File: src/sv/firlp_pkg.sv
// ----------------------------------------------------------------------------
// firlp_pkg
// Shared types and constants of the 40-tap low-pass FIR: word widths,
// the symmetric Q1.15 coefficient ROM and the MAC control bundle.
// ----------------------------------------------------------------------------
package firlp_pkg;

	// fixed widths of the channel words
	localparam int SAMPLE_W = 12;
	localparam int RESULT_W = 12;

	// coefficient ROM: 40 taps, Q1.15, symmetric about the middle
	localparam int ROM_TAPS  = 40;
	localparam int ROM_HALF  = 20;
	localparam int ROM_W     = 16;
	localparam int ROM_IDX_W = 6;

	typedef logic [ROM_W-1:0] rom_word_t;

	localparam rom_word_t COEF_HALF [ROM_HALF] = '{
		16'd1,   16'd1,   16'd1,   16'd2,    16'd2,
		16'd4,   16'd5,   16'd8,   16'd11,   16'd15,
		16'd21,  16'd29,  16'd42,  16'd61,   16'd92,
		16'd146, 16'd252, 16'd512, 16'd1457, 16'd13261
	};

	// control that travels with a tap into the multiply-accumulate unit
	typedef struct packed {
		logic clear;
		logic valid;
		logic last;
	} mac_ctl_t;

	// coefficient of tap k; taps past the ROM read as zero
	function automatic rom_word_t rom_coef(input logic [ROM_IDX_W-1:0] k);
		logic [ROM_IDX_W-1:0] m;
		rom_word_t c;
		m = '0;
		c = '0;
		if (k < ROM_IDX_W'(ROM_TAPS)) begin
			if (k < ROM_IDX_W'(ROM_HALF)) begin
				m = k;
			end else begin
				m = ROM_IDX_W'(ROM_TAPS - 1) - k;
			end
			c = COEF_HALF[m[4:0]];
		end
		return c;
	endfunction

endpackage

File: src/sv/firlp_in_if.sv
// ----------------------------------------------------------------------------
// firlp_in_if
// Sample channel: one converter sample per word, valid/ready handshake.
// ----------------------------------------------------------------------------
interface firlp_in_if;
	logic                           valid;
	logic                           ready;
	logic [firlp_pkg::SAMPLE_W-1:0] adc_sample;

	modport source (output valid, output adc_sample, input ready);
	modport sink (input valid, input adc_sample, output ready);
endinterface

File: src/sv/firlp_out_if.sv
// ----------------------------------------------------------------------------
// firlp_out_if
// Result channel: one filtered value per word, valid/ready handshake.
// ----------------------------------------------------------------------------
interface firlp_out_if;
	logic                           valid;
	logic                           ready;
	logic [firlp_pkg::RESULT_W-1:0] filtered_value;

	modport source (output valid, output filtered_value, input ready);
	modport sink (input valid, input filtered_value, output ready);
endinterface

File: src/sv/fir_lowpass_40tap_unit.sv
// ----------------------------------------------------------------------------
// fir_lowpass_40tap_unit
// Symmetric low-pass FIR over converter samples, one filtered word per sample.
// ----------------------------------------------------------------------------
// Each accepted sample word is written into a TAPS-entry sample memory with a
// registered read, and the filter output is built by one shared multiplier
// walking the taps newest first, one memory read per cycle, through the single
// memory read port. After the tap walk an item passes the MAC drain and a
// finish state; its result is loaded into the output register once that
// register is empty or its word is taken. A new sample is taken once the
// previous result sits in the output register. Memory entries never written
// since reset read as zero through per-entry valid flops, so no clearing pass
// is needed. The output is the accumulated sum rounded half up and clamped to
// the sample range.
// ----------------------------------------------------------------------------
module fir_lowpass_40tap_unit #(
	parameter int TAPS        = 40,
	parameter int SAMPLE_BITS = 12,
	parameter int COEF_BITS   = 16
) (
	input  logic               clk,
	input  logic               arst_n,
	firlp_in_if.sink           samples,
	firlp_out_if.source        results
);

	localparam int AW    = $clog2(TAPS);
	localparam int ACC_W = SAMPLE_BITS + COEF_BITS + $clog2(TAPS) + 1;
	localparam int SH_L  = (COEF_BITS >= firlp_pkg::ROM_W) ? COEF_BITS - firlp_pkg::ROM_W : 0;
	localparam int SH_R  = (COEF_BITS < firlp_pkg::ROM_W) ? firlp_pkg::ROM_W - COEF_BITS : 0;
	localparam int EXT_W = COEF_BITS + firlp_pkg::ROM_W;

	localparam logic [1:0] ST_IDLE   = 2'd0;
	localparam logic [1:0] ST_RUN    = 2'd1;
	localparam logic [1:0] ST_DRAIN  = 2'd2;
	localparam logic [1:0] ST_FINISH = 2'd3;

	logic [1:0]             state_q;
	logic [AW-1:0]          pos_q;
	logic [AW-1:0]          rd_addr_q;
	logic [AW-1:0]          k_q;
	logic [TAPS-1:0]        valid_q;
	logic [SAMPLE_BITS-1:0] mem [TAPS];

	logic [SAMPLE_BITS-1:0] rdata_s1;
	logic                   ok_s1;
	logic [COEF_BITS-1:0]   coef_s1;
	logic                   v_s1;
	logic                   last_s1;

	logic                           out_valid_q;
	logic [firlp_pkg::RESULT_W-1:0] out_q;

	logic                 accept;
	logic                 load_out;
	logic [EXT_W-1:0]     coef_ext;
	logic [COEF_BITS-1:0] coef_k;
	logic [ACC_W-1:0]     acc;
	logic                 mac_done;
	logic [ACC_W:0]       rounded;
	logic [ACC_W:0]       clamped;
	firlp_pkg::mac_ctl_t  mac_ctl;

	assign samples.ready = (state_q == ST_IDLE);
	assign accept        = samples.valid && (state_q == ST_IDLE);
	assign load_out      = (state_q == ST_FINISH) && (!out_valid_q || results.ready);

	// coefficient of the tap being issued, rescaled to COEF_BITS
	always_comb begin
		coef_ext = EXT_W'(firlp_pkg::rom_coef(firlp_pkg::ROM_IDX_W'(k_q)));
		if (COEF_BITS >= firlp_pkg::ROM_W) begin
			coef_k = COEF_BITS'(coef_ext << SH_L);
		end else begin
			coef_k = COEF_BITS'(coef_ext >> SH_R);
		end
	end

	// sample memory: write on accept, one tap read per cycle during the walk
	always_ff @(posedge clk) begin
		if (accept) begin
			mem[pos_q] <= SAMPLE_BITS'(samples.adc_sample);
		end
		if (state_q == ST_RUN) begin
			rdata_s1 <= mem[rd_addr_q];
		end
		coef_s1 <= coef_k;
	end

	always_ff @(posedge clk or negedge arst_n) begin
		if (!arst_n) begin
			state_q   <= ST_IDLE;
			pos_q     <= '0;
			rd_addr_q <= '0;
			k_q       <= '0;
			valid_q   <= '0;
			ok_s1     <= 1'b0;
			v_s1      <= 1'b0;
			last_s1   <= 1'b0;
		end else begin
			v_s1    <= (state_q == ST_RUN);
			last_s1 <= (state_q == ST_RUN) && (k_q == AW'(TAPS - 1));
			ok_s1   <= valid_q[rd_addr_q];
			unique case (state_q)
				ST_IDLE: begin
					if (accept) begin
						valid_q[pos_q] <= 1'b1;
						rd_addr_q      <= pos_q;
						k_q            <= '0;
						pos_q          <= (pos_q == AW'(TAPS - 1)) ? '0 : pos_q + 1'b1;
						state_q        <= ST_RUN;
					end
				end
				ST_RUN: begin
					// walk back from the newest sample, wrapping at the bottom
					rd_addr_q <= (rd_addr_q == '0) ? AW'(TAPS - 1) : rd_addr_q - 1'b1;
					if (k_q == AW'(TAPS - 1)) begin
						state_q <= ST_DRAIN;
					end else begin
						k_q <= k_q + 1'b1;
					end
				end
				ST_DRAIN: begin
					if (mac_done) begin
						state_q <= ST_FINISH;
					end
				end
				ST_FINISH: begin
					if (load_out) begin
						state_q <= ST_IDLE;
					end
				end
				default: begin
					state_q <= ST_IDLE;
				end
			endcase
		end
	end

	assign mac_ctl.clear = accept;
	assign mac_ctl.valid = v_s1;
	assign mac_ctl.last  = last_s1;

	firlp_mac #(
		.SB    (SAMPLE_BITS),
		.CB    (COEF_BITS),
		.ACC_W (ACC_W)
	) u_mac (
		.clk    (clk),
		.arst_n (arst_n),
		.ctl    (mac_ctl),
		.sample (ok_s1 ? rdata_s1 : '0),
		.coef   (coef_s1),
		.acc    (acc),
		.done   (mac_done)
	);

	// round half up, drop the fraction, clamp to the sample range
	always_comb begin
		rounded = ((ACC_W+1)'(acc) + ((ACC_W+1)'(1) << (COEF_BITS - 2))) >> (COEF_BITS - 1);
		if (rounded > (ACC_W+1)'((64'd1 << SAMPLE_BITS) - 64'd1)) begin
			clamped = (ACC_W+1)'((64'd1 << SAMPLE_BITS) - 64'd1);
		end else begin
			clamped = rounded;
		end
	end

	always_ff @(posedge clk) begin
		if (load_out) begin
			out_q <= firlp_pkg::RESULT_W'(clamped);
		end
	end

	always_ff @(posedge clk or negedge arst_n) begin
		if (!arst_n) begin
			out_valid_q <= 1'b0;
		end else if (load_out) begin
			out_valid_q <= 1'b1;
		end else if (results.ready) begin
			out_valid_q <= 1'b0;
		end
	end

	assign results.valid          = out_valid_q;
	assign results.filtered_value = out_q;

`ifndef NO_ASSERTIONS
	a_accept_starts_walk: assert property (@(posedge clk) disable iff (!arst_n)
		samples.valid && samples.ready |=> state_q == ST_RUN)
		else $error("accepted word did not start the tap walk");

	a_pos_in_range: assert property (@(posedge clk) disable iff (!arst_n)
		pos_q <= AW'(TAPS - 1))
		else $error("write position past the last tap");

	a_done_in_drain: assert property (@(posedge clk) disable iff (!arst_n)
		mac_done |-> state_q == ST_DRAIN)
		else $error("mac finished outside the drain phase");

	a_load_from_finish: assert property (@(posedge clk) disable iff (!arst_n)
		$rose(out_valid_q) |-> $past(state_q) == ST_FINISH)
		else $error("output loaded without a finished sum");

	a_walk_count: assert property (@(posedge clk) disable iff (!arst_n)
		state_q == ST_RUN && k_q == AW'(TAPS - 1) |=> state_q == ST_DRAIN)
		else $error("tap walk did not end after the last tap");
`endif

endmodule

File: src/sv/firlp_mac.sv
// ----------------------------------------------------------------------------
// firlp_mac
// Shared multiply-accumulate unit: registered product, then accumulate.
// Raises done in the same cycle that the accumulator first holds the last tap.
// ----------------------------------------------------------------------------
module firlp_mac #(
	parameter int SB    = 12,
	parameter int CB    = 16,
	parameter int ACC_W = 35
) (
	input  logic                clk,
	input  logic                arst_n,
	input  firlp_pkg::mac_ctl_t ctl,
	input  logic [SB-1:0]       sample,
	input  logic [CB-1:0]       coef,
	output logic [ACC_W-1:0]    acc,
	output logic                done
);

	logic [SB+CB-1:0] prod_s2;
	logic             v_s2;
	logic             last_s2;
	logic [ACC_W-1:0] acc_q;
	logic             done_q;

	always_ff @(posedge clk) begin
		prod_s2 <= (SB+CB)'(sample) * (SB+CB)'(coef);
	end

	always_ff @(posedge clk or negedge arst_n) begin
		if (!arst_n) begin
			v_s2    <= 1'b0;
			last_s2 <= 1'b0;
			acc_q   <= '0;
			done_q  <= 1'b0;
		end else begin
			v_s2    <= ctl.valid;
			last_s2 <= ctl.valid && ctl.last;
			done_q  <= v_s2 && last_s2;
			if (ctl.clear) begin
				acc_q <= '0;
			end else if (v_s2) begin
				acc_q <= acc_q + ACC_W'(prod_s2);
			end
		end
	end

	assign acc  = acc_q;
	assign done = done_q;

endmodule
File: src/flat_wrapper.sv
// flat-port wrapper written by rule: the top's interface ports become plain ports
module fir_lowpass_40tap_unit_flat 
#(
	parameter int TAPS        = 40,
	parameter int SAMPLE_BITS = 12,
	parameter int COEF_BITS   = 16
)
  (clk, arst_n, samples_valid, samples_adc_sample, samples_ready, results_valid, results_filtered_value, results_ready);
  firlp_in_if samples_i ();
  firlp_out_if results_i ();
  input  logic clk;
  input  logic arst_n;
  input wire logic [$bits(samples_i.valid)-1:0] samples_valid;
  input wire logic [$bits(samples_i.adc_sample)-1:0] samples_adc_sample;
  output wire logic [$bits(samples_i.ready)-1:0] samples_ready;
  output wire logic [$bits(results_i.valid)-1:0] results_valid;
  output wire logic [$bits(results_i.filtered_value)-1:0] results_filtered_value;
  input wire logic [$bits(results_i.ready)-1:0] results_ready;
  assign samples_i.valid = samples_valid;
  assign samples_i.adc_sample = samples_adc_sample;
  assign samples_ready = samples_i.ready;
  assign results_valid = results_i.valid;
  assign results_filtered_value = results_i.filtered_value;
  assign results_i.ready = results_ready;
  fir_lowpass_40tap_unit #(.TAPS(TAPS), .SAMPLE_BITS(SAMPLE_BITS), .COEF_BITS(COEF_BITS)) u_core (.clk(clk), .arst_n(arst_n), .samples(samples_i), .results(results_i));
endmodule
File: config.mk
export PLATFORM = sky130hd
export DESIGN_NAME = fir_lowpass_40tap_unit_flat
export DESIGN_NICKNAME = d
export VERILOG_FILES = /design/src/sv/firlp_pkg.sv /design/src/sv/firlp_in_if.sv /design/src/sv/firlp_out_if.sv /design/src/sv/fir_lowpass_40tap_unit.sv /design/src/sv/firlp_mac.sv /design/src/flat_wrapper.sv
export SDC_FILE = /design/constraint.sdc
export NUM_CORES = 1
export LEC_CHECK = 0
export BUFFER_PORTS_ARGS = -buffer_cell sky130_fd_sc_hd__buf_4
export CORE_MARGIN = 5
export CORE_UTILIZATION = 50
export CTS_CLUSTER_DIAMETER = 120
export DETAILED_ROUTE_END_ITERATION = 7
export PLACE_DENSITY = 0.65
export SETUP_SLACK_MARGIN = 0.05
export SLEW_MARGIN = 20
export SYNTH_ARGS = -nofsm -noshare
export SYNTH_HDL_FRONTEND = slang
export SYNTH_SLANG_ARGS = --single-unit
File: constraint.sdc
create_clock -name clk -period 9 [get_ports clk]
set_clock_uncertainty 0.2 [all_clocks]
set_input_delay 1.8 -clock clk [delete_from_list [all_inputs] [get_ports clk]]
set_output_delay 1.8 -clock clk [all_outputs]
set_load 0.03 [all_outputs]
Word level (Yosys, flattened, before mapping)
Memory sizes are Yosys's and may differ from the RTL's. A register that Yosys moved wholly into a read port is not among the register bits.
Index checks and enable logic that the tools add are counted.

word-level totals
  output and inout port bits = 14
  bits in read-only memories = 512
  bits in writable memories = 480
  bits in registers = 142
  input bits = 16
  memories kept = 2

cells by class
  multiplexer cells = 25
  add/sub/neg operators = 6
  reduce and logical (&&, ||, !) cells = 18
  eq/ne operators = 10
  magnitude comparators = 6
  $mul = 1
  bitwise operators = 2

memories
  name              words  width  rd ports  clocked after memory_dff  wr ports  RTL line                      text
  (name not given)  32     16     1         1                         0         firlp_pkg.sv:46               c = COEF_HALF[m[4:0]];
  u_core.mem        40     12     1         1                         1         fir_lowpass_40tap_unit.sv:43  logic [SAMPLE_BITS-1:0] mem [TAPS];

operator list
  operator                                                     count
  2-to-1 mux 35 bit                                            2
  OR 40 bit                                                    1
  adder 35 x 15 -> 36 bit (second input constant)              1
  adder 35 x 28 -> 35 bit                                      1
  2-to-1 mux 6 bit                                             5
  multiplier 12 x 16 -> 28 bit                                 1
  one-hot mux 6 bit (2 select lines)                           2
  > comparator 21 x 12 -> 1 bit (second input constant)        1
  less-than comparator 6 x 7 -> 1 bit (second input constant)  2
  adder 6 x 1 -> 6 bit (second input constant)                 2
  equality test 6 bit (second input constant)                  2
  2-to-1 mux 12 bit                                            1
  2-to-1 mux 5 bit                                             2
  2-to-1 mux 2 bit                                             4
  one-hot mux 2 bit (4 select lines)                           1
  binary-select mux 1 bit (select 6 bit)                       1
  demux 1 bit (select 6 bit)                                   1
  >= comparator 6 x 1 -> 1 bit (second input constant)         1
  logical AND 1 bit                                            6
  zero test 6 bit                                              1
  less-than comparator 6 x 5 -> 1 bit (second input constant)  1
  less-than comparator 6 bit (second input constant)           1
  2-to-1 mux 1 bit                                             6
  != test 2 bit (second input constant)                        3
  13 further kinds                                             19

Longest topological paths before layout
Gate-level depths: netlist (run 1).

  word-level depth = 5
  depth in mapped cells = 22
  depth with buffers taken out = 20

Modules after synthesis
From an unflattened synthesis (run 1), not the netlist that was laid out.

unflattened totals
  cells, all modules = 2420
  area total of the unflattened synthesis = 33138.0 µm²

modules (own cells, without submodules)
  module                  seq. area each (µm²)  area an instance (µm²)  instances  cells an instance
  fir_lowpass_40tap_unit  16976.3               23349.9                 1          1312
  firlp_mac               1511.4                9788.1                  1          1108

Worst setup path before layout (run 1)
OpenSTA, ideal clock, no wires.

  path type = register to register
  from = register u_core.ok_s1
  to = register u_core.u_mac.prod_s2[24]
  path slack = 3426 ps
  arrival = 5244 ps
  buffers on the path = 2
  stages on the path, launching flop included = 20
  library setup time = 130 ps
  cell sequence = dfrtp_1 > clkbuf_1 > and2_1 > clkbuf_1 > nand2_1 > fa_1 > inv_1 > fa_1 > fa_1 > fa_1 > inv_1 > fa_1 > inv_1 > ha_1 > and3_1 > o2bb2ai_1 > a211o_1 > a31oi_2 > a21oi_1 > xor2_1

on the way
  longest elaborated chain between the ends = 2

ends and longest elaborated chain
  item                          RTL line                       text
  from (decl)                   fir_lowpass_40tap_unit.sv:46   logic ok_s1;
  from (signal assigned)        fir_lowpass_40tap_unit.sv:102  ok_s1 <= valid_q[rd_addr_q];
  2-to-1 mux 12 bit             fir_lowpass_40tap_unit.sv:151  .sample (ok_s1 ? rdata_s1 : '0),
  multiplier 12 x 16 -> 28 bit  firlp_mac.sv:27                prod_s2 <= (SB+CB)'(sample) * (SB+CB)'(coef);
  to (signal assigned)          firlp_mac.sv:27
  to (decl)                     firlp_mac.sv:20                logic [SB+CB-1:0] prod_s2;

Every way passes these cells.
A chain may end at the register's enable or synchronous reset.

Final worst setup path (run 1)
Ends and elaborated chain as after synthesis.

==> results of run 1 <==
## per-stage QoR
| stage | setup WS (ps) | instance area (um^2) |
|---|---|---|
| detailed placement | 2790 | 33400 |
| CTS | 2760 | 35600 |
| global route | 2470 | 35600 |
| floorplan | 3430 | 32200 |
| global placement | 2970 | 33400 |
| finish | 2750 | 35600 |
## cells in the final DEF (no fill, tap or decap), types with 29 or more instances in the layout
master,Yosys,layout
a21oi_1,86,86
and3_1,72,72
buf_4,5,77
clkbuf_16,0,69
dfrtp_1,102,99
dfxtp_1,40,40
edfxtp_1,504,504
fa_1,109,109
ha_1,127,127
inv_1,189,189
mux4_2,156,156
nand2_1,165,165
nand3_1,34,34
nor2_1,132,128
o21ai_0,67,67
or2_2,43,43
xnor2_1,29,29
## logic make-up (layout without fill, tap and decap cells)
logic type / count (synthesis) / after routing / synth area share
multiplexers: 175 / 175 / 0.115
buffers and inverters: 293 / 394 / 0.0360
AO/OA/AOI/OAI: 280 / 280 / 0.0554
flip-flops: 646 / 646 / 0.575
AND/OR/NAND/NOR: 568 / 568 / 0.0869
adder cells (fa/ha/maj): 236 / 236 / 0.117
XOR/XNOR: 54 / 54 / 0.0147
## final cells by class
type,instances,area [um^2]
repair buffers,78,598
clock buffers,92,1830
clock inverters,33,340
fillers,5088,28500
well taps,855,1070
flip-flops and latches,646,18500
inverters,191,717
multi-input cells,1313,12500
## worst min-delay path by stage
| stage | start | to | depth (start not counted) |
|---|---|---|---|
| finish | u_core.v_s1$_DFF_PN0_ | u_core.u_mac.v_s2$_DFF_PN0_ | 0 |
| CTS | u_core.v_s1$_DFF_PN0_ | u_core.u_mac.v_s2$_DFF_PN0_ | 0 |
| global placement | u_core.v_s1$_DFF_PN0_ | u_core.u_mac.v_s2$_DFF_PN0_ | 0 |
| floorplan | u_core.v_s1$_DFF_PN0_ | u_core.u_mac.v_s2$_DFF_PN0_ | 0 |
| global route | u_core.v_s1$_DFF_PN0_ | u_core.u_mac.v_s2$_DFF_PN0_ | 0 |
| detailed placement | u_core.v_s1$_DFF_PN0_ | u_core.u_mac.v_s2$_DFF_PN0_ | 0 |
## worst max-delay path: stages (launching register included)
cell,delay [ps]
dfrtp_1,320
buf_4,480
and2_1,410
nand2_1,140
fa_1,580
inv_1,60
fa_1,530
fa_1,450
fa_1,550
inv_1,50
fa_1,520
inv_1,40
ha_1,360
and3_1,250
o2bb2ai_1,160
a211o_1,350
a31oi_2,320
a21oi_1,160
xor2_1,160
## cells in the mapped netlist, types with 10 or more instances
cell	count	area share
or2_2	43	0.0084
o211ai_1	18	0.0042
a22oi_1	13	0.0030
o21a_1	10	0.0023
fa_1	109	0.068
and3_1	72	0.014
inv_1	189	0.022
ha_1	127	0.049
edfxtp_1	504	0.47
mux2i_1	18	0.0056
buf_2	14	0.0022
nand2_2	10	0.0019
xnor2_1	29	0.0079
nor3_1	20	0.0031
nor2_1	132	0.015
dfrtp_1	102	0.079
and2_1	20	0.0039
mux4_2	156	0.11
o21ai_0	67	0.010
a21oi_1	86	0.013
nand4_1	14	0.0027
nand3_1	34	0.0053
xor2_1	25	0.0068
clkbuf_1	73	0.0085
nand2b_1	18	0.0035
a31oi_1	11	0.0021
nand2_1	165	0.019
dfxtp_1	40	0.025
## registers in the layout (all words and copies together), names as in the netlist, 2 cells and up
| signal | cells |
|---|---|
| u_core.k_q | 6 |
| u_core.pos_q | 6 |
| u_core.coef_s1 | 12 |
| u_core.u_mac.prod_s2 | 28 |
| u_core.u_mac.acc | 35 |
| u_core.rd_addr_q | 6 |
| u_core.rdata_s1 | 12 |
| u_core.state_q | 2 |
| u_core.results.filtered_value | 12 |
| u_core.valid_q | 40 |
| u_core.mem | 480 |
## routing by layer
| layer | up-vias | GRT usage |
|---|---|---|
| met5 | - | 0 |
| met4 | 0 | 0.0463 |
| met3 | 106 | 0.0319 |
| met2 | 565 | 0.351 |
| met1 | 9567 | 0.280 |
| li1 | 8382 | - |
## report_power, final
| group | internal (W) | leakage, nW | switching (W) |
|---|---|---|---|
| sequential | 0.00349 | 6.19 | 0.000306 |
| combinational | 0.00107 | 6.38 | 0.00138 |
| clock | 0.00152 | 1.06 | 0.00118 |
| total | 0.00608 | 13.6 | 0.00286 |
==> summary.md, run 1 <==
| Metric | Value |
|---|---|
| Met1 WL | `approximately 30 mm` |
| Clk buf depth | `3` |
| Via/cell ratio | `5.80` |
| Worst reg2reg setup slack | `~2700 ps` |
| Starting Density | `0.502` |
| Placeable Area | `around 64000 um^2` |
| Largest net degree at the start of global routing | `approximately 80` |
| HP Class | `register to register` |
| Final hold vios | `0` |
| Slew Limit Fails | `0` |
| CP startpoint kind | `register` |
| Die Area | `between 60000 and 70000 um^2` |
| Final period util | `0.695` |
| Worst skew pair latency | `620 ps` |
| Layout Cells excl Fill | `approximately 3.2k` |
| H-tree levels | `3` |
| Top_reg_cell synth | `edfxtp_1` |
| Leakage | `13.6 nW` |
| Max-cap violations | `0` |
| Top Ports | `30` |
| Top Metal Used | `met4` |
| Antenna diodes | `0` |
| Final Routed Wirelength | `around 70 mm` |
| Root Driver | `clkbuf_16` |
| Setup_tns | `0 ps` |
| Met3 routed WL | `~3.8 mm` |
| Global-route wire length before repair | `~110 mm` |
| Die height | `264 um` |
| Final nets | `between 2k and 3k` |
| #FFs+latches synth | `between 600 and 700` |
| Share of layout cells above drive strength 1 | `0.171` |
| CP startpoint | `u_core.ok_s1$_DFF_PN0_` |
| Worst Setup EP | `u_core.u_mac.prod_s2[24]$_DFF_P_` |
| Routability cong. | `0.887` |
| Via Count | `roughly 19k` |
| Synth-to-Final Area Change | `10.6%` |
| I/O Buffers | `29` |
| Syn avg cell area | `approximately 14 um^2` |
| Cell Area, Synth | `32200 um^2` |
| Reg clk slew, reported paths | `about 60 ps` |
| Final Util | `0.555` |
| Asr flop ratio synth | `0.158` |
| Antenna Nets Post-Route | `0` |
| Unrepaired setup endpoints after global routing | `no` |
| Yosys Warn Count | `0` |
| Worst slew pin tran | `between 1000 and 1500 ps` |
| Initial antenna violation count | `1` |
| VDD IR max | `roughly 0.00019 V` |
| Vias in the first global route | `19.1k` |
| GRT overflow | `0` |
| DP HPWL | `47.3 mm` |
| CTS Buf Count | `68` |
| WL/cell | `22.3 um` |
| FP Rows | `just over 90` |
| # setup viols final | `0` |
| Critical Path RT | `9270 ps` |
| Worst hold slack | `around 180 ps` |
| Die span in x | `264 um` |
| Hold Buf Count CTS | `0` |
| Slew Limit Headroom | `0.306` |
| RR Startpoint | `u_core.ok_s1$_DFF_PN0_` |
| Critical Path End Type | `register` |
| Crit path DAT | `around 6500 ps` |
| CP Class | `register to register` |
| CP Max Fanout | `77` |
| Net Count, Synth | `2504` |
| Number of setup buffers added after CTS | `0` |
| Cts repair resizes | `0` |
| Seq/Total Area, Yosys | `0.575` |
| Number of DRC markers in iteration 0 | `approximately 1.6k` |
| Pwr per Cell Area | `between 200 and 300 nW/um^2` |
| Tot Pwr | `0.00894 W` |
| Synth unique cells | `79` |
| DRT Pass-1 Iters | `6` |
| Syn Inst Count | `~2.3k` |
| RR Endpoint | `u_core.u_mac.prod_s2[24]$_DFF_P_` |
| CTS tree | `yes` |
| EDFF count, synth | `between 500 and 600` |
| Met2 wire length | `about 36 mm` |
| Clk sinks | `646` |
| Placed Instances | `3083` |
| DRC Markers | `0` |
| Outcome | `complete, no violations` |
| GRT Util Overall | `0.205` |
| Fmax | `around 160 MHz` |
| Reg2reg path depth | `18` |
| Fin crit period | `6250 ps` |
Power figures use the tool's default switching activity.
==> run 2: changes to the inputs <==
ABC_AREA = 1   (was unset)
clock period = 6.4 ns   (was 9 ns; I/O delays follow)
==> run 2 against run 1 <==
Fmax rose by 12%. Worst setup slack worse by 1900 ps. Non-clock buffer count is 3 lower. Final cell count rose by 30%. Hold slack worse by 4.8 ps. Routed wire length is 19% higher. First-iteration DRC count rose by 43%. Core utilization is essentially flat. Sequential share of layout area decreased by 1.3 points. Clock power grew 45%. Largest cell class unchanged.
==> summary.md, run 2 <==
| Metric | Value |
|---|---|
| DRC Markers | `0` |
| Yosys Warn Count | `0` |
| HP Class | `register to register` |
| Setup_tns | `0 ps` |
| Reg clk slew, reported paths | `60 ps` |
| Antenna Nets Post-Route | `0` |
| Die span in x | `267 um` |
| Clk sinks | `roughly 650` |
| Worst path cell trace | `nand2_1 > inv_1 > nand2_1 > fa_1 > inv_1 > fa_1 > fa_1 > fa_1 > inv_1 > fa_1 > inv_1 > ha_1 > a21oi_1 > o21ai_0 > a21oi_1 > o21ai_1 > nand2_1 > nand2_1 > xor2_1` |
| Pwr per Cell Area | `396 nW/um^2` |
| # setup viols final | `0` |
| Max-cap violations | `0` |
| Global-route wire length before repair | `approximately 130 mm` |
| Worst slew pin tran | `around 1000 ps` |
| Sequential cell area | `about 18000 um^2` |
| I/O Buffers | `29` |
| CTS Buf Count | `70` |
| Area of the multi-input gates | `approximately 13000 um^2` |
| Crit-path most repeated cell | `fa_1` |
| Syn avg cell area | `between 10 and 15 um^2` |
| Area leader, netlist | `edfxtp_1` |
| Most common cell after layout, fill and taps aside | `edfxtp_1` |
| Top_reg_cell synth | `edfxtp_1` |
| Fmax | `~180 MHz` |
| Synth-to-Final Area Change | `10.2%` |
| Die height | `267 um` |
| Fin crit period | `between 5000 and 6000 ps` |
| Starting Density | `0.504` |
| Reg2reg path depth | `19` |
| Largest register by flop count | `u_core.mem` |
| Hold Buf Count CTS | `0` |
| Antenna diodes | `0` |
| CP startpoint kind | `register` |
| Top Ports | `30` |
| Worst slack at placement | `847 ps` |
| Final period util | `0.872` |
| Final nets | `3511` |
| Worst path slowest cell | `dfrtp_1` |
| RR Endpoint | `u_core.u_mac.prod_s2[26]$_DFF_P_` |
| Largest register FFs | `480` |
| Asr flop ratio synth | `0.158` |
| Fillers | `5579` |
| Slew Limit Headroom | `0.314` |
| EDFF count, synth | `roughly 500` |
| GRT Util Overall | `0.238` |
| Cell Area, Synth | `33100 um^2` |
| Net Count, Synth | `between 3k and 4k` |
| Syn Inst Count | `3246` |
| Worst Setup EP | `u_core.u_mac.prod_s2[26]$_DFF_P_` |
| Number of DRC markers in iteration 0 | `2222` |
| CP startpoint | `u_core.ok_s1$_DFF_PN0_` |
| Critical path's largest stage delay | `roughly 560 ps` |
| GRT overflow | `0` |
| Root Driver | `clkbuf_16` |
| Final Util | `0.555` |
| Tot Pwr | `approximately 0.014 W` |
| WL/cell | `slightly above 20 um` |
| Most common cell in the synthesized netlist | `edfxtp_1` |
| #FFs+latches synth | `around 650` |
| Number of setup buffers added after CTS | `0` |
| Most instantiated cells after synthesis | `edfxtp_1, nand2_1, nor2_1` |
| VDD IR max | `around 0.00026 V` |
| Clk buf depth | `3` |
| Placeable Area | `between 60000 and 70000 um^2` |
| Seq/Total Area, Yosys | `0.558` |
| Die Area | `71500 um^2` |
| Initial antenna violation count | `0` |
| Routability cong. | `0.923` |
| H-tree levels | `3` |
| Cts repair resizes | `0` |
| Final Routed Wirelength | `approximately 85 mm` |
| Unrepaired setup endpoints after global routing | `no` |
| Vias in the first global route | `roughly 24k` |
| DP Area | `roughly 34000 um^2` |
| Final WS setup | `between 800 and 900 ps` |
| Worst skew pair latency | `620 ps` |
| CP Class | `register to register` |
| Synth unique cells | `52` |
| Crit path DAT | `between 5000 and 6000 ps` |
| RR Startpoint | `u_core.ok_s1$_DFF_PN0_` |
| Slew Limit Fails | `0` |
| DP HPWL | `about 57 mm` |
| Via/cell ratio | `5.63` |
| CP Max Fanout | `12` |
| Final hold vios | `0` |
| Share of the synthesized area in the top cell type | `0.457` |
| DRT Pass-1 Iters | `5` |
| Top cells by area, synth | `edfxtp_1, dfrtp_1, fa_1, nand2_1, nor2_1` |
| Critical Path End Type | `register` |
| Critical Path RT | `between 6000 and 7000 ps` |
| Post-route cell area | `about 36000 um^2` |
| CTS tree | `yes` |
| Most frequent cells in the layout | `edfxtp_1, nand2_1, nor2_1, inv_1, o21ai_0` |
| Share of layout cells above drive strength 1 | `0.0757` |
| Worst reg2reg setup slack | `820 ps` |
| Outcome | `complete, no violations` |
| Via Count | `23.5k` |
| Largest net degree at the start of global routing | `162` |
| FP Rows | `94` |
| Leakage | `~15 nW` |
## run 2: changes by cell type after synthesis, sizes merged, moves of 19 or more
| cell | change |
|---|---|
| nor2 | +357 |
| nand2 | +326 |
| o21ai | +278 |
| inv | +163 |
| mux4 | -156 |
| nand3 | +107 |
| and3 | -74 |
| o22ai | +62 |
| o221ai | +30 |
| o211ai | +26 |
| buf | +21 |
| and2 | -20 |
| or2 | -20 |
| a21oi | +19 |
## run 2: routing by layer
metal	GRT usage	wire length (um)	vias to the layer above	part of all wire
met5	0	0	-	0
met1	0.318	35100	11500	0.41
met4	0.0860	3240	0	0.038
met2	0.401	41500	842	0.49
li1	-	-	11000	-
met3	0.0362	5400	170	0.063
## run 2: layout make-up
cell class | instances | share of cell area
Tap cell | 864 | 0.0296
Clock buffer | 88 | 0.0516
Clock inverter | 40 | 0.0103
Timing Repair Buffer | 75 | 0.0158
Multi-Input combinational cell | 2111 | 0.349
Inverter | 355 | 0.0367
Sequential cell | 646 | 0.507
## run 2: worst min-delay path by stage
stage | startpoint | slack (ps) | cells past startpoint | endpoint
after global routing | u_core.v_s1$_DFF_PN0_ | 200 | 0 | u_core.u_mac.v_s2$_DFF_PN0_
final | u_core.v_s1$_DFF_PN0_ | 170 | 0 | u_core.u_mac.v_s2$_DFF_PN0_
after CTS | u_core.v_s1$_DFF_PN0_ | 180 | 0 | u_core.u_mac.v_s2$_DFF_PN0_
after detailed placement | u_core.v_s1$_DFF_PN0_ | 160 | 0 | u_core.u_mac.v_s2$_DFF_PN0_
after global placement | u_core.v_s1$_DFF_PN0_ | 160 | 0 | u_core.u_mac.v_s2$_DFF_PN0_
after floorplan | u_core.v_s1$_DFF_PN0_ | 150 | 0 | u_core.u_mac.v_s2$_DFF_PN0_
## run 2: logic make-up (layout without fill, tap and decap cells)
| group | count (synthesis) | count (layout) | synth area share |
|---|---|---|---|
| buffers and inverters | 489 | 558 | 0.0582 |
| DFF | 646 | 646 | 0.558 |
| xor gates and xnor gates | 47 | 47 | 0.0124 |
| adders and majority gates | 236 | 236 | 0.114 |
| and+or+nand+nor | 1201 | 1201 | 0.150 |
| AOI/OAI and AO/OA | 627 | 627 | 0.107 |
## run 2: stage by stage
stage / hold WS, ps / instances
2_1_floorplan: 154 / 3246
3_3_place_gp: 159 / 4051
3_5_place_dp: 164 / 4051
4_1_cts: 178 / 4179
5_1_grt: 201 / 4179
6_report: 175 / 4179
## run 2: worst max-delay path, delay by kind of cell (launching register included)
| family | cells | cell delay, ps |
|---|---|---|
| fa+ha+maj | 6 | 2970 |
| compound gates | 4 | 660 |
| flops | 1 | 560 |
| buf+inv | 4 | 410 |
| simple gates | 4 | 510 |
| xor+xnor | 1 | 140 |
## run 2: power breakdown
part	total [W]	leakage, nW	internal, W	switching [W]
combinational	0.00517	7.59	0.00154	0.00363
clock	0.00392	1.11	0.00224	0.00168
sequential	0.00536	6.13	0.00490	0.000455
==> run 3: changes to the inputs <==
PLACE_DENSITY = 0.68   (was 0.65)
clock period = 4.9 ns   (was 6.4 ns; I/O delays follow)
==> run 3 against run 2 <==
The flow now finishes with violations (setup timing). First-iteration DRC count decreased by 1.6%. Hold slack got worse by 13 ps. Final cell count is 2.7% higher. Worst setup slack worse by 910 ps. Sequential share of layout area is 2.4 points lower. Critical path type unchanged. Critical endpoint is now u_core.u_mac.prod_s2[18]$_DFF_P_. Highest routed layer unchanged.
==> summary.md, run 3 (same netlist as run 2, synthesis figures left out) <==
| Metric | Value |
|---|---|
| Clk buf depth | `3` |
| # setup viols final | `10` |
| GRT overflow | `0` |
| CP Max Fanout | `4` |
| Starting Density | `0.504` |
| Max-cap violations | `0` |
| Worst hold slack | `~160 ps` |
| WP buf/inv | `5` |
| I/O Buffers | `29` |
| Worst path slowest cell | `fa_1` |
| Pwr per Cell Area | `523 nW/um^2` |
| Placeable Area | `approximately 66000 um^2` |
| Final Util | `0.582` |
| GRT Util Overall | `0.245` |
| Hold Buf Count CTS | `0` |
| Synth-to-Final Area Change | `15.6%` |
| Routability cong. | `just over 0.9` |
| Number of DRC markers in iteration 0 | `approximately 2.2k` |
| Vias in the first global route | `~25k` |
| Post-route cell area | `between 30000 and 40000 um^2` |
| Antenna Nets Post-Route | `0` |
| Via Count | `approximately 24k` |
| Worst skew pair latency | `between 600 and 700 ps` |
| Fillers | `5323` |
| Critical Path Stages | `18` |
| Leakage | `15.6 nW` |
| DRC Markers | `0` |
| Antenna diodes | `0` |
| Slew Limit Headroom | `0.323` |
| Family with the most delay on the worst path | `adder cells` |
| Reg clk slew, reported paths | `60 ps` |
| Unrepaired setup endpoints after global routing | `yes` |
| Final hold vios | `0` |
| Tot Pwr | `0.0200 W` |
| Critical Path End Type | `register` |
| Largest register FFs | `480` |
| Clk sinks | `around 650` |
| H-tree levels | `3` |
| FP Rows | `94` |
| CP startpoint kind | `register` |
| HP Class | `primary input to async pin` |
| Violated checks | `setup timing` |
| Reg2reg path depth | `18` |
| Outcome | `complete, but fails checks` |
| DP HPWL | `slightly below 60 mm` |
| Critical Path RT | `about 5200 ps` |
| DP Area | `approximately 35000 um^2` |
| Slew Limit Fails | `0` |
| CP Class | `register to register` |
| Fmax | `~200 MHz` |
| Most common cell after layout, fill and taps aside | `edfxtp_1` |
| Top Ports | `30` |
| Root Driver | `clkbuf_16` |
| Via/cell ratio | `5.69` |
| Largest net degree at the start of global routing | `190` |
| Initial antenna violation count | `0` |
| Fin crit period | `approximately 5000 ps` |
| VDD IR max | `0.000423 V` |
| Crit-path most repeated cell | `fa_1` |
| Die Area | `about 71000 um^2` |
| Crit path DAT | `5270 ps` |
| Final period util | `1.02` |
| Die height | `roughly 270 um` |
| Most frequent cells in the layout | `edfxtp_1, nor2_1, nand2_1, o21ai_0, inv_1` |
| Final nets | `approximately 3.6k` |
| Global-route wire length before repair | `between 100 and 150 mm` |
| WL/cell | `around 21 um` |
| CTS Buf Count | `68` |
| DRT Pass-1 Iters | `5` |
| Setup_tns | `-504 ps` |
| Largest register by flop count | `u_core.mem` |
| Die span in x | `roughly 270 um` |
| Worst path cell trace | `buf_8 > nand2_4 > buf_6 > nor2_1 > fa_1 > inv_1 > fa_1 > inv_1 > fa_2 > fa_1 > fa_1 > ha_4 > a21oi_4 > o21ai_1 > a21oi_2 > o21ai_4 > buf_4 > xor2_1` |
| Share of layout cells above drive strength 1 | `0.147` |
| Final WS setup | `-89.1 ps` |
| CTS tree | `yes` |
| Worst reg2reg setup slack | `-90 ps` |
| Critical path's largest stage delay | `roughly 560 ps` |
| Final Routed Wirelength | `about 88 mm` |
| Worst slew pin tran | `about 1000 ps` |
[run 3: repair_timing]
item / in CTS / in global routing
setup buffers: 11 / 6
pin swaps: 74 / 42
setup endpoints to repair: 19 / 18
resized for setup: 127 / 70
[run 3: final timing paths]
check	startpoint	end
max in group asynchronous	arst_n	u_core.valid_q[5]$_DFFE_PN0P_
worst min register to register	u_core.v_s1$_DFF_PN0_	u_core.u_mac.v_s2$_DFF_PN0_
worst max register to register	u_core.ok_s1$_DFF_PN0_	u_core.u_mac.prod_s2[18]$_DFF_P_
min in group clk	u_core.v_s1$_DFF_PN0_	u_core.u_mac.v_s2$_DFF_PN0_
worst min-delay path	arst_n	u_core.k_q[2]$_DFFE_PN0P_
worst max-delay path	u_core.ok_s1$_DFF_PN0_	u_core.u_mac.prod_s2[18]$_DFF_P_
[run 3: through the flow]
step                setup WS [ps]  std cells
floorplan                    55.6       3246
global placement             -212       4148
detailed placement           -309       4148
CTS                          4.03       4285
global route                 -253       4291
finish                      -89.1       4291
[run 3: area by class of cell]
class	count	area, um^2	share of cell area
flip-flops and latches	646	18500	0.483
multi-input cells	2111	13500	0.352
clock buffers	86	1840	0.0481
repair buffers	189	1520	0.0398
inverters	355	1370	0.0358
well taps	864	1080	0.0282
clock inverters	40	500	0.0131
[run 3: worst register-to-register path: stages, from the launching register on]
cell	delay, ps
dfrtp_2	450
buf_8	170
nand2_4	90
buf_6	110
nor2_1	50
fa_1	530
inv_1	60
fa_1	490
inv_1	50
fa_2	530
fa_1	410
fa_1	560
ha_4	240
a21oi_4	190
o21ai_1	110
a21oi_2	200
o21ai_4	110
buf_4	150
xor2_1	150
[run 3: per-layer routing]
| layer | part of all wire | routed length [um] | up-vias | global-route usage |
|---|---|---|---|---|
| li1 | - | - | 11300 | - |
| met1 | 0.41 | 36000 | 12100 | 0.318 |
| met2 | 0.50 | 44400 | 898 | 0.430 |
| met3 | 0.060 | 5260 | 170 | 0.0350 |
| met4 | 0.031 | 2770 | 0 | 0.0734 |
| met5 | 0 | 0 | - | 0 |
[run 3: power by group]
group / internal (W) / total [W] / switching [W]
clock: 0.00309 / 0.00531 / 0.00222
sequential: 0.00641 / 0.00689 / 0.000483
combinational: 0.00256 / 0.00782 / 0.00526
